$ cat config.mk
export PLATFORM = sky130hd
export DESIGN_NAME = stq_ring_cell
export DESIGN_NICKNAME = d
export VERILOG_FILES = /design/src/hw/rtl/stq_pkg.sv /design/src/hw/rtl/stq_ring_cell.sv
export SDC_FILE = /design/constraint.sdc
export NUM_CORES = 1
export LEC_CHECK = 0
export BUFFER_PORTS_ARGS = -buffer_cell sky130_fd_sc_hd__buf_2
export CAP_MARGIN = 20
export CORE_UTILIZATION = 44
export CTS_CLUSTER_SIZE = 14
export DETAILED_ROUTE_END_ITERATION = 6
export PLACE_DENSITY = 0.87
export SETUP_SLACK_MARGIN = 0.2
export SLEW_MARGIN = 5
export SYNTH_ARGS = -nofsm -noshare
export SYNTH_HDL_FRONTEND = slang
export SYNTH_SLANG_ARGS = --single-unit
$ cat constraint.sdc
create_clock -name clk -period 1.12 [get_ports clk]
set_input_delay 0.224 -clock clk [delete_from_list [all_inputs] [get_ports clk]]
set_output_delay 0.224 -clock clk [all_outputs]
set_load 0.01 [all_outputs]
$ cat src/hw/rtl/stq_pkg.sv
// Shared types and constants of the software timer queue.
// No dependencies; every other file of the block refers to this package by scoped names.
package stq_pkg;

    localparam int TIMER_SLOTS = 16;
    localparam int IDX_W = (TIMER_SLOTS > 1) ? $clog2(TIMER_SLOTS) : 1;
    localparam int CNT_W = $clog2(TIMER_SLOTS + 1);

    localparam logic [1:0] KIND_ACK     = 2'd0;
    localparam logic [1:0] KIND_FIRED   = 2'd1;
    localparam logic [1:0] KIND_SUMMARY = 2'd2;

    localparam logic REQ_ADD  = 1'b0;
    localparam logic REQ_TICK = 1'b1;

    localparam logic CFG_TICK_RATE = 1'b0;
    localparam logic CFG_IDLE_SECS = 1'b1;

    localparam logic [31:0] TICK_RATE_RESET = 32'd62500000;
    localparam logic [7:0]  IDLE_SECS_RESET = 8'd5;

    typedef struct packed {
        logic [63:0] deadline;
        logic [15:0] tag;
        logic        expired;
    } entry_t;

    typedef struct packed {
        logic push;
        logic pop;
    } stk_ctl_t;

    typedef enum logic [3:0] {
        ST_IDLE,
        ST_ADD_FULL,
        ST_MUL,
        ST_SUM,
        ST_ADD_SCAN,
        ST_ADD_ACK,
        ST_TICK_SCAN,
        ST_TICK_PUSH,
        ST_TICK_FILL,
        ST_TICK_SUM
    } state_t;

endpackage

$ cat src/hw/rtl/stq_ring_cell.sv
// One slot of the rotating timer ring.
// Depends on stq_pkg for the entry type.
module stq_ring_cell (
    input  logic            clk,
    input  logic            shift,
    input  stq_pkg::entry_t from_next,
    output stq_pkg::entry_t q
);

    stq_pkg::entry_t q_reg;
    stq_pkg::entry_t q_next;

    // The ring moves one place toward the head on every shift.
    always_comb
    begin
        q_next = shift ? from_next : q_reg;
    end

    always_ff @(posedge clk)
    begin
        q_reg <= q_next;
    end

    assign q = q_reg;

endmodule

==> flow_summary.yaml, run 1 <==
detailed_routing:
  antenna_left: 0
  routed_via_density: 4.476
  wl_per_cell_um: 14.45
  num_vias: 1477
  initialDrtViolationCount: 82
  dr.pass1.iters: 4
  drt-total-wl_mm: 4.769
  drc: 0
timing:
  setup_tns_ns: 0
  slew_headroom_pct: 85.51
  finalHoldViolCount: 0
  fin_hold_ws_ns: 0.06274
  finalCritPeriodShare_pct: 99.27
  rsz0062_at_grt: "true"
  max_freq_ghz: 0.8994
  slew_viol_final: 0
  tightest_slew_ns: 0.2174
  period_needed_ns: 1.112
  finalWorstSetupSlack_ns: 0.008145
  setup_viol_count_final: 0
global_route:
  track_usage_pct: 16.95
  overflow: 0
  grt_max_degree: 42
  grt_pass1_wl_mm: 7.072
  antenna_found_initial: 0
  grt_pass1_vias: 1495
run:
  drv_cap: 0
layout:
  largest_reg_flops: 81
  register_area_um2: 2432
  num_antenna_cells: 0
  drive_gt1_share_pct: 68.08
  multi_input_gates: 0
  final_nets: 340
  area_delta_synth_final_pct: 49.54
  multi_input_area_um2: 0
  fill_cells: 375
place:
  port_buffers: 163
  finalWeightedCongestion: 0.6806
  dpl_worst_slack_ns: 0.2198
synth:
  synth-async-reset-ratio_pct: 0
  syn_inst: 81
  ys_seq_area_share_pct: 100.0
  synthXorXnorAreaFrac_pct: 0
  synth_area_leaders: "edfxtp_1"
  synthesis.nets: 164
  synth_flop_cell: "edfxtp_1"
  synth-edff-count: 81
  yosysWarnings: 0
  yosysTopAreaCellShare_pct: 100.0
  synth_common_cells: "edfxtp_1"
  synth_top_cell_by_area: "edfxtp_1"
  synth.cell_area_um2: 2432
  synthSimpleGateAreaFrac_pct: 0
  synth.most_common_cell: "edfxtp_1"
  syn_avg_cell_area_um2: 30.03
  muxShareOfSynthArea_pct: 0
  synth_cell_types: 1
  synth_compound_area_share_pct: 0
  synthAdderAreaFrac_pct: 0
  synth-seq-cells: 81
setup_path:
  crit_path_start_kind: "flip-flop"
  endpoint_kind: "primary output"
  crit_type: "flip-flop to primary output"
  max_stage_delay_ns: 0.40
  cp_num_buf_inv: 1
  crit_path_max_fanout: 1
  crit_chain: "buf_2"
  arrival_ns: 0.89
  critPathTopFamily: "flip-flops"
  worstPathRequired_ns: 0.90
  cp_slowest_cell: "edfxtp_1"
min_path:
  hold_path_depth: 1
  hold_class: "primary input to flip-flop"
  worstHoldEndpoint: "q[76]$_DFFE_PP_"
  min-delay-start: "from_next[76]"
clock_tree:
  cts.path.max_buffers: 2
  cts.sinks: 81
  htreeDepth: 3
  cts_tree: "yes"
  numCtsBuffers: 9
  cts_root_buf: "clkbuf_8"
  post-cts-setup-buffers: 0
  clk_pin_slew_ns: 0.07
die:
  dieArea_um2: 5829
  row_count: 26
  fp.dieW_um: 76.35
  initial_core_util_pct: 46.73
  core-area_um2: 5205
  fp.dieH_um: 76.35
  io_pins: 164
run_status:
  run_status: "completed"
power_and_ir_drop:
  irDropWorstVdd_v: 0.0009977
  power_density_nw_per_um2: 1753
  power_leakage_uw: 0.001575
==> cell families (layout without fill, tap and decap cells) <==
kind of cell,after synthesis,count (layout)
buf+inv,0,179
flops,81,81
==> how the worst max path moves through the flow <==
stage	start	endpoint	slack, ns	cells past startpoint
CTS	q[60]$_DFFE_PP_	q[60]	-0.003	1
finish	q[60]$_DFFE_PP_	q[60]	0.008	1
global placement	shift	q[23]$_DFFE_PP_	0.23	2
floorplan	q[0]$_DFFE_PP_	q[0]	0.50	0
global route	q[60]$_DFFE_PP_	q[60]	-0.02	1
detailed placement	shift	q[50]$_DFFE_PP_	0.22	2
==> cell type report <==
| type | instances | area share, % |
|---|---|---|
| clock buffer | 9 | 3.406 |
| clock inverter | 5 | 1.995 |
| sequential | 81 | 66.87 |
| tap | 70 | 2.408 |
| timing repair buffer | 165 | 25.32 |
==> repair_timing <==
action / CTS / global route
setup endpoints to repair: 81 / 81
pin swaps: 0 / 0
gates resized for setup: 4 / 6
hold buffers: 0 / 0
==> placed cells by master, fill, tap and decap left out <==
master / count
buf_2: 152
edfxtp_1: 81
buf_6: 10
clkbuf_8: 9
clkinv_1: 2
bufinv_16: 2
buf_12: 2
clkinv_2: 1
buf_4: 1
==> power by group <==
group / internal [µW] / switching, µW
sequential: 3600 / 61.5
clock: 1210 / 908
combinational: 294 / 299
total: 5110 / 1270
==> stage by stage <==
step	power, µW	instances	util, %	instance area [µm²]
3_5_place_dp	4292	316	64.90	3378
5_1_grt	6577	330	69.88	3637
6_report	6375	330	69.88	3637
3_3_place_gp	4259	316	64.90	3378
4_1_cts	6409	330	69.16	3600
2_1_floorplan	3864	81	-	2432
==> per-layer routing <==
layer  part of all wire, %  wire length [µm]  global-route usage (%)
met3                   8.9               426                   5.629
met5                     0                 0                       0
met4                   2.2               106                   9.808
met2                    54              2559                   30.00
met1                    35              1676                   17.40
Note: power is estimated with default switching activity, not from simulation.
==> run 2: changes to the inputs <==
--- a/config.mk
+++ b/config.mk
@@ -7,10 +7,10 @@
 export LEC_CHECK = 0
 export BUFFER_PORTS_ARGS = -buffer_cell sky130_fd_sc_hd__buf_2
 export CAP_MARGIN = 20
-export CORE_UTILIZATION = 44
+export CORE_UTILIZATION = 41
 export CTS_CLUSTER_SIZE = 14
 export DETAILED_ROUTE_END_ITERATION = 6
-export PLACE_DENSITY = 0.87
+export PLACE_DENSITY = 0.85
 export SETUP_SLACK_MARGIN = 0.2
 export SLEW_MARGIN = 5
 export SYNTH_ARGS = -nofsm -noshare
==> constraint.sdc (replaced) <==
create_clock -name clk -period 1.11 [get_ports clk]
set_input_delay 0.222 -clock clk [delete_from_list [all_inputs] [get_ports clk]]
set_output_delay 0.222 -clock clk [all_outputs]
set_load 0.01 [all_outputs]
==> flow_summary.yaml, run 2 (synthesis results as in run 1) <==
place:
  dpl_worst_slack_ns: 0.1222
  finalWeightedCongestion: 0.6914
  port_buffers: 163
  placed_area_um2: 3403
detailed_routing:
  drt-total-wl_mm: 4.857
  num_vias: 1458
  wl_per_cell_um: 14.41
  routed_via_density: 4.326
  dr.pass1.iters: 4
  antenna_left: 0
  initialDrtViolationCount: 58
  drc: 0
clock_tree:
  cts_root_buf: "clkbuf_8"
  post-cts-setup-buffers: 0
  numCtsBuffers: 9
  clk_pin_slew_ns: 0.08
  cts.sinks: 81
  cts.path.max_buffers: 2
  htreeDepth: 3
  hold_buffers: 0
  cts_tree: "yes"
setup_path:
  crit_path_start_kind: "flip-flop"
  crit_type: "flip-flop to primary output"
  arrival_ns: 0.88
  crit_path_max_fanout: 1
  worstPathRequired_ns: 0.89
  cp_slowest_cell: "edfxtp_1"
  startpoint: "q[64]$_DFFE_PP_"
  max_stage_delay_ns: 0.40
  critPathTopFamily: "flip-flops"
  endpoint_kind: "primary output"
  cp_num_buf_inv: 1
  crit_chain: "buf_2"
min_path:
  min-delay-start: "from_next[2]"
  hold_class: "primary input to flip-flop"
timing:
  rsz0062_at_grt: "true"
  tightest_slew_ns: 0.1908
  slew_headroom_pct: 87.28
  setup_tns_ns: 0
  setup_viol_count_final: 0
  finalWorstSetupSlack_ns: 0.005318
  finalCritPeriodShare_pct: 99.52
  slew_viol_final: 0
  period_needed_ns: 1.105
  finalHoldViolCount: 0
  max_freq_ghz: 0.9052
global_route:
  antenna_found_initial: 0
  grt_pass1_wl_mm: 6.886
  grt_max_degree: 31
  track_usage_pct: 16.02
  overflow: 0
  grt_pass1_vias: 1466
layout:
  drive_gt1_share_pct: 68.68
  final_cell_mix: "buf_2, edfxtp_1, clkbuf_8"
  register_area_um2: 2432
  final_common_cell: "buf_2"
  num_antenna_cells: 0
  multi_input_gates: 0
  fill_cells: 407
  final_nets: 343
  multi_input_area_um2: 0
  fin_area_um2: 3610
  area_delta_synth_final_pct: 48.41
  largest_reg_flops: 81
run_status:
  run_status: "completed"
power_and_ir_drop:
  power_density_nw_per_um2: 1746
  power_leakage_uw: 0.001563
  irDropWorstVdd_v: 0.001050
  power_uw: 6301
die:
  initial_core_util_pct: 43.37
  dieArea_um2: 6244
  row_count: 27
  io_pins: 164
  core-area_um2: 5608
  fp.dieH_um: 79.02
  fp.dieW_um: 79.02
run:
  drv_cap: 0
run 2: cell count changes in the layout (fill, tap and decap cells not counted), sizes merged:
cell      delta
buf          +3
clkinvlp     +2
bufinv       -1
inv          +1
run 2: final cells by class:
type / instances / area share, %
Clock buffer: 9 / 3.432
Clock inverter: 7 / 1.941
Sequential cell: 81 / 67.38
Tap cell: 72 / 2.496
Timing Repair Buffer: 168 / 24.75
run 2: path summary, 6_finish.rpt:
path        endpoint  slack, ns  cells past startpoint
max            q[64]      0.005                      1
min   q[2]$_DFFE_PP_       0.05                      1
run 2: repair_timing:
action                     in CTS  in global routing
pin swaps                       0                  0
setup endpoints to repair      81                 81
gates resized for setup         1                  1
run 2: power by group:
part	switching, µW	total [µW]	internal (µW)
combinational	307	586	278
sequential	56.0	3690	3630
clock	995	2030	1030
run 2: per-layer routing:
metal  global-route usage [%]  vias up  wire length, µm
li1                         -      687                -
met4                    11.09        0              112
met2                    26.98      104             2516
met3                    5.747       10              496
met1                    16.57      657             1732
met5                        0        -                0
run 2: stage by stage:
| stage | utilization (%) | hold WS (ns) | std cells |
|---|---|---|---|
| 4_1_cts | 64.26 | 0.03133 | 337 |
| 3_3_place_gp | 60.69 | 0.3982 | 321 |
| 2_1_floorplan | - | 0.3209 | 81 |
| 5_1_grt | 64.37 | 0.02674 | 337 |
| 6_report | 64.37 | 0.05395 | 337 |
| 3_5_place_dp | 60.69 | 0.4001 | 321 |
