$ cat src/hw/rtl/stq_pkg.sv
// Shared types and constants of the software timer queue.
// No dependencies; every other file of the block refers to this package by scoped names.
package stq_pkg;

    localparam int TIMER_SLOTS = 16;
    localparam int IDX_W = (TIMER_SLOTS > 1) ? $clog2(TIMER_SLOTS) : 1;
    localparam int CNT_W = $clog2(TIMER_SLOTS + 1);

    localparam logic [1:0] KIND_ACK     = 2'd0;
    localparam logic [1:0] KIND_FIRED   = 2'd1;
    localparam logic [1:0] KIND_SUMMARY = 2'd2;

    localparam logic REQ_ADD  = 1'b0;
    localparam logic REQ_TICK = 1'b1;

    localparam logic CFG_TICK_RATE = 1'b0;
    localparam logic CFG_IDLE_SECS = 1'b1;

    localparam logic [31:0] TICK_RATE_RESET = 32'd62500000;
    localparam logic [7:0]  IDLE_SECS_RESET = 8'd5;

    typedef struct packed {
        logic [63:0] deadline;
        logic [15:0] tag;
        logic        expired;
    } entry_t;

    typedef struct packed {
        logic push;
        logic pop;
    } stk_ctl_t;

    typedef enum logic [3:0] {
        ST_IDLE,
        ST_ADD_FULL,
        ST_MUL,
        ST_SUM,
        ST_ADD_SCAN,
        ST_ADD_ACK,
        ST_TICK_SCAN,
        ST_TICK_PUSH,
        ST_TICK_FILL,
        ST_TICK_SUM
    } state_t;

endpackage

$ cat src/hw/rtl/stq_stack_cell.sv
// One slot of the last-in first-out chain that holds relocated survivors.
// Depends on stq_pkg for the entry and control types.
module stq_stack_cell (
    input  logic              clk,
    input  stq_pkg::stk_ctl_t ctl,
    input  stq_pkg::entry_t   from_above,
    input  stq_pkg::entry_t   from_below,
    output stq_pkg::entry_t   q
);

    stq_pkg::entry_t q_reg;
    stq_pkg::entry_t q_next;

    // A push moves everything one place down, a pop one place up.
    always_comb
    begin
        priority if (ctl.push)
        begin
            q_next = from_above;
        end
        else if (ctl.pop)
        begin
            q_next = from_below;
        end
        else
        begin
            q_next = q_reg;
        end
    end

    always_ff @(posedge clk)
    begin
        q_reg <= q_next;
    end

    assign q = q_reg;

endmodule

$ cat config.mk
export PLATFORM = sky130hd
export DESIGN_NAME = stq_stack_cell
export DESIGN_NICKNAME = d
export VERILOG_FILES = /design/src/hw/rtl/stq_pkg.sv /design/src/hw/rtl/stq_stack_cell.sv
export SDC_FILE = /design/constraint.sdc
export NUM_CORES = 1
export LEC_CHECK = 0
export ABC_AREA = 0
export BUFFER_PORTS_ARGS = -buffer_cell sky130_fd_sc_hd__buf_2
export CORE_ASPECT_RATIO = 0.5
export CORE_UTILIZATION = 46
export DETAILED_ROUTE_END_ITERATION = 8
export GPL_TIMING_DRIVEN = 0
export PLACE_DENSITY = 0.95
export SLEW_MARGIN = 20
export SYNTH_ARGS = -nofsm -noshare
export SYNTH_HDL_FRONTEND = slang
export SYNTH_SLANG_ARGS = --single-unit
$ cat constraint.sdc
create_clock -name clk -period 5.6 [get_ports clk]
set_clock_uncertainty 0.2 [all_clocks]
set_input_delay 0.28 -clock clk [delete_from_list [all_inputs] [get_ports clk]]
set_output_delay 0.28 -clock clk [all_outputs]
set_load 0.03 [all_outputs]
==> results.json, run 1 <==
{
  "use_met1_pct": 22.17,
  "endpoint_kind": "flop",
  "hp-class": "input pin to flop",
  "p_seq_share_pct": 42.2,
  "yosys_register_bits": 81,
  "syn_inst": 172,
  "vdd_ir_drop_max_uv": 161.3,
  "path_cells": "buf_6 > buf_12 > or2_4 > buf_12",
  "ant_nets": 0,
  "critPathTopFamily": "buffers and inverters",
  "initialDrtViolationCount": 131,
  "arrival_ps": 1500,
  "grtUsageTotal_pct": 20.75,
  "syn_area_per_cell_um2": 22.20,
  "p_int_mw": 1.340,
  "startpoint_type": "input pin",
  "finalHoldViolCount": 0,
  "comb_power_share_pct": 21.5,
  "critPathMaxStageDelay_ps": 490,
  "critPathLaunch": "ctl[1]",
  "power.leakage_nw": 2.703,
  "hpwlAfterDp_um": 7376,
  "slew_violations": 0,
  "worst_slew_pin_slew_ps": 576.2,
  "htree_levels": 3,
  "gp_congestion": 0.8646,
  "route.detailed.drc": 0,
  "rows": 23,
  "first_global_vias": 2438,
  "io_pins": 246,
  "die_h_um": 66.43,
  "start_util_pct": 47.56,
  "overflow": 0,
  "cts.clk_slew.worst_paths_ps": 60,
  "clk_path_buf_depth": 2,
  "path_max_fanout": 42,
  "postCtsSetupBuffers": 0,
  "synthDistinctLibCells": 6,
  "grt_pass1_wl_um": 12760,
  "nets": 593,
  "io_buffers": 244,
  "cts_tree": "built",
  "root_buffer": "clkbuf_16",
  "criticalPathCategory": "input pin to flop",
  "period_minus_slack_ps": 1687,
  "critPathBufInv": 3,
  "fp.dieW_um": 130.9,
  "largest_reg_flops": 81,
  "place_area_mm2": 0.005202,
  "synth_area_leaders": "edfxtp_1 (64%), mux2_4 (31%), buf_12 (4.2%)",
  "cp_slowest_cell": "or2_4",
  "pwr_density_cell_mw_per_mm2": 325.7,
  "clock-sinks": 81,
  "clkPwrFrac_pct": 36.3,
  "antenna_found_initial": 0,
  "use_met3_pct": 4.854,
  "max_freq_mhz": 592.8,
  "firstDrtPassIters": 7,
  "dieArea_mm2": 0.008692,
  "final_area_mm2": 0.005537,
  "finalCritPeriodShare_pct": 30.12,
  "coreArea_mm2": 0.008029,
  "drive_gt1_share_pct": 81.06,
  "wire_per_inst_um": 16.90,
  "met2_usage_pct": 40.61,
  "switching_share_pct": 25.70,
  "yosysSeqAreaShare_pct": 63.70,
  "busiest_layer": "met2",
  "synthDominantCellAreaShare_pct": 63.70,
  "seq_area_mm2": 0.002432,
  "setup_tns_ps": 0,
  "setup_violations": 0,
  "grt_max_degree": 43,
  "syn_nets": 337,
  "critPathCapture": "q[23]",
  "cp_common_cell": "buf_12",
  "worstPathRequired_ps": 5410,
  "routed_wirelength_um": 9208,
  "yosys.area.top_type": "edfxtp_1",
  "p_switching_uw": 463.4,
  "area_growth_pct": 44.99,
  "vias": 2472,
  "cts_hold_buf": 0,
  "rsz0062_at_grt": "no",
  "diodes": 0,
  "slew-limit-headroom_pct": 61.59,
  "vias_per_cell": 4.536,
  "multiInputGateArea_mm2": 0.001217,
  "drv_cap": 0,
  "cp.depth": 4,
  "status": "finished clean",
  "nFillCells": 590,
  "ys_warn_count": 0,
  "ctsResizeCount": 0,
  "syn_area_mm2": 0.003819,
  "numCtsBuffers": 9
}
power by group through the flow:
stage	Sequential, mW	Clock (mW)	Combinational (mW)
4_1_cts	0.762	0.672	0.390
6_report	0.761	0.655	0.387
5_1_grt	0.768	0.689	0.404
3_3_place_gp	0.771	0	0.377
3_5_place_dp	0.774	0	0.389
2_1_floorplan	0.915	0	0.109
cells in the mapped netlist:
cell,instances
buf_12,8
buf_6,1
mux2_4,79
or2_2,1
edfxtp_1,81
mux2_2,2
layer usage:
| metal | share of wire (%) | up-vias |
|---|---|---|
| li1 | - | 1192 |
| met1 | 38 | 1216 |
| met2 | 58 | 55 |
| met3 | 2.5 | 9 |
| met4 | 0.90 | 0 |
| met5 | 0 | - |
layout make-up:
class                      count  area share (%)
clock inverter                 7           1.966
tap                          112           2.531
buffer                         9           3.096
timing repair buffer         245           22.42
sequential                    81           43.93
multi-input combinational     82           21.99
clock buffer                   9           4.068
cells by family (layout without fill, tap and decap cells):
family	after synthesis	count (layout)	synth area share, %
DFF	81	81	63.70
buffers and inverters	9	270	4.489
muxes	81	81	31.65
and+or+nand+nor	1	1	0.1639
per-stage QoR:
stage | power (mW) | hold WS (ps) | std cells | util [%] | worst slack (ps)
6_report | 1.803 | 50.26 | 545 | 68.96 | 3913
2_1_floorplan | 1.024 | 297.5 | 172 | - | 3329
5_1_grt | 1.861 | 32.17 | 545 | 68.96 | 3835
3_3_place_gp | 1.148 | 380.7 | 528 | 64.52 | 2899
3_5_place_dp | 1.163 | 383.5 | 529 | 64.80 | 3535
4_1_cts | 1.824 | 33.96 | 545 | 68.96 | 3889
worst min-delay path by stage:
stage                         startpoint     to  slack [ps]  cells after the start
after floorplan            from_above[0]   q[0]         300                      1
after global placement    from_above[46]  q[46]         380                      2
after detailed placement   from_above[8]   q[8]         380                      2
after CTS                  from_above[8]   q[8]          30                      2
after global routing      from_below[40]  q[40]          30                      2
final                      from_above[8]   q[8]          50                      2
cells in the final DEF (no fill, tap or decap):
master / netlist / layout
mux2_4: 79 / 79
buf_12: 8 / 9
clkbuf_16: 0 / 9
buf_2: 0 / 244
clkinv_1: 0 / 1
or2_4: 0 / 1
bufinv_16: 0 / 3
mux2_2: 2 / 2
clkinv_2: 0 / 3
buf_6: 1 / 1
edfxtp_1: 81 / 81
Power figures use the tool's default switching activity.
==> inputs of run 2 (changes only) <==
--- a/config.mk
+++ b/config.mk
@@ -5,13 +5,13 @@
 export SDC_FILE = /design/constraint.sdc
 export NUM_CORES = 1
 export LEC_CHECK = 0
-export ABC_AREA = 0
+export ABC_AREA = 1
 export BUFFER_PORTS_ARGS = -buffer_cell sky130_fd_sc_hd__buf_2
 export CORE_ASPECT_RATIO = 0.5
-export CORE_UTILIZATION = 46
+export CORE_UTILIZATION = 41
 export DETAILED_ROUTE_END_ITERATION = 8
 export GPL_TIMING_DRIVEN = 0
-export PLACE_DENSITY = 0.95
+export PLACE_DENSITY = 0.91
 export SLEW_MARGIN = 20
 export SYNTH_ARGS = -nofsm -noshare
 export SYNTH_HDL_FRONTEND = slang
==> constraint.sdc (replaced) <==
create_clock -name clk -period 1.6 [get_ports clk]
set_clock_uncertainty 0.2 [all_clocks]
set_input_delay 0.08 -clock clk [delete_from_list [all_inputs] [get_ports clk]]
set_output_delay 0.08 -clock clk [all_outputs]
set_load 0.03 [all_outputs]
==> run 2 against run 1 <==
The flow now stops in clock tree synthesis (4_1_cts). Synthesized area shrank 8.4%. Synthesized cell count grew 99%.
==> results.json, run 2 <==
{
  "yosys_register_bits": 81,
  "syn_area_mm2": 0.003498,
  "gp_congestion": 0.8194,
  "clk_path_buf_depth": 2,
  "io_pins": 246,
  "synth-async-reset-ratio_pct": 0,
  "io_buffers": 245,
  "synthDistinctLibCells": 7,
  "synthMostInstantiatedCell": "nand2_1",
  "start_util_pct": 42.96,
  "synth_edf_count": 81,
  "fp.dieW_um": 132.6,
  "htree_levels": 3,
  "die_h_um": 67.32,
  "clock-sinks": 81,
  "netlist_top_cells_count": "nand2_1 (243), edfxtp_1 (81), buf_6 (9)",
  "numCtsBuffers": 9,
  "syn_inst": 343,
  "ys_warn_count": 0,
  "hpwlAfterDp_um": 7576,
  "synthDominantCellAreaShare_pct": 69.53,
  "syn_nets": 508,
  "syn_area_per_cell_um2": 10.20,
  "yosysSeqAreaShare_pct": 69.53,
  "postCtsSetupBuffers": 0,
  "haltStage": "clock tree synthesis (4_1_cts)",
  "rows": 23,
  "ctsResizeCount": 0,
  "yosys.area.top_type": "edfxtp_1",
  "root_buffer": "clkbuf_16",
  "status": "stopped before the end",
  "synth_area_leaders": "edfxtp_1 (70%), nand2_1 (26%), buf_6 (2.9%)",
  "cts_hold_buf": 144,
  "placedCellCount": 700,
  "synth_flop_cell": "edfxtp_1",
  "error_line": "[ERROR RSZ-0060] Max buffer count reached."
}
## run 2: cell types whose count changed after synthesis, sizes merged
cell and change:
buf +8, inv +1, nand2 +243, mux2 -81
## run 2: cells by family after synthesis
kind of cell	share of synthesized area, %
AND/OR/NAND/NOR	26.25
flip-flops	69.53
buffers and inverters	4.220
## run 2: per-stage QoR
step,util (%),TNS (ps),cell area [um2],worst slack (ps),hold WS (ps)
2_1_floorplan,-,0,3501,133.9,58.56
3_3_place_gp,59.76,-21870,4867,-274.8,142.3
3_5_place_dp,59.76,-24400,4867,-308.4,148.1
==> inputs of run 3 (changes only) <==
--- a/config.mk
+++ b/config.mk
@@ -7,11 +7,10 @@
 export LEC_CHECK = 0
 export ABC_AREA = 1
 export BUFFER_PORTS_ARGS = -buffer_cell sky130_fd_sc_hd__buf_2
-export CORE_ASPECT_RATIO = 0.5
-export CORE_UTILIZATION = 41
+export CORE_UTILIZATION = 40
 export DETAILED_ROUTE_END_ITERATION = 8
 export GPL_TIMING_DRIVEN = 0
-export PLACE_DENSITY = 0.91
+export PLACE_DENSITY_LB_ADDON = 0.15
 export SLEW_MARGIN = 20
 export SYNTH_ARGS = -nofsm -noshare
 export SYNTH_HDL_FRONTEND = slang
==> run 3 against run 2 <==
The run again fails in clock tree synthesis (4_1_cts). Synthesized cell count unchanged. Synthesized area unchanged.
==> results.json, run 3 <==
{
  "synth_edf_count": 81,
  "start_util_pct": 41.94,
  "syn_area_mm2": 0.003498,
  "status": "stopped before the end",
  "yosys.area.top_type": "edfxtp_1",
  "haltStage": "clock tree synthesis (4_1_cts)",
  "postCtsSetupBuffers": 0,
  "syn_area_per_cell_um2": 10.20,
  "synthDistinctLibCells": 7,
  "numCtsBuffers": 9,
  "syn_nets": 508,
  "clock-sinks": 81,
  "ctsResizeCount": 0,
  "yosys_register_bits": 81,
  "root_buffer": "clkbuf_8",
  "rows": 33,
  "fp.dieW_um": 95.52,
  "yosysSeqAreaShare_pct": 69.53,
  "gp_congestion": 0.7881,
  "htree_levels": 3,
  "netlist_top_cells_count": "nand2_1 (243), edfxtp_1 (81), buf_6 (9)",
  "io_buffers": 245,
  "synth-async-reset-ratio_pct": 0,
  "synth_area_leaders": "edfxtp_1 (70%), nand2_1 (26%), buf_6 (2.9%)",
  "clk_path_buf_depth": 2,
  "hpwlAfterDp_um": 7175,
  "ys_warn_count": 0,
  "io_pins": 246,
  "syn_inst": 343,
  "error_line": "[ERROR RSZ-0060] Max buffer count reached.",
  "synth_flop_cell": "edfxtp_1",
  "place_area_mm2": 0.004858,
  "synthDominantCellAreaShare_pct": 69.53,
  "placedCellCount": 693,
  "synthMostInstantiatedCell": "nand2_1",
  "cts_hold_buf": 142,
  "die_h_um": 95.52
}
-- run 3: logic make-up after synthesis --
family,Yosys count,synth area share (%)
buf+inv,18,4.220
flops,81,69.53
simple gates,244,26.25
-- run 3: per-stage QoR --
step	worst slack [ps]	TNS, ps	util, %
after detailed placement	-289.2	-23110	58.25
after global placement	-274.3	-21980	58.25
after floorplan	133.9	0	-
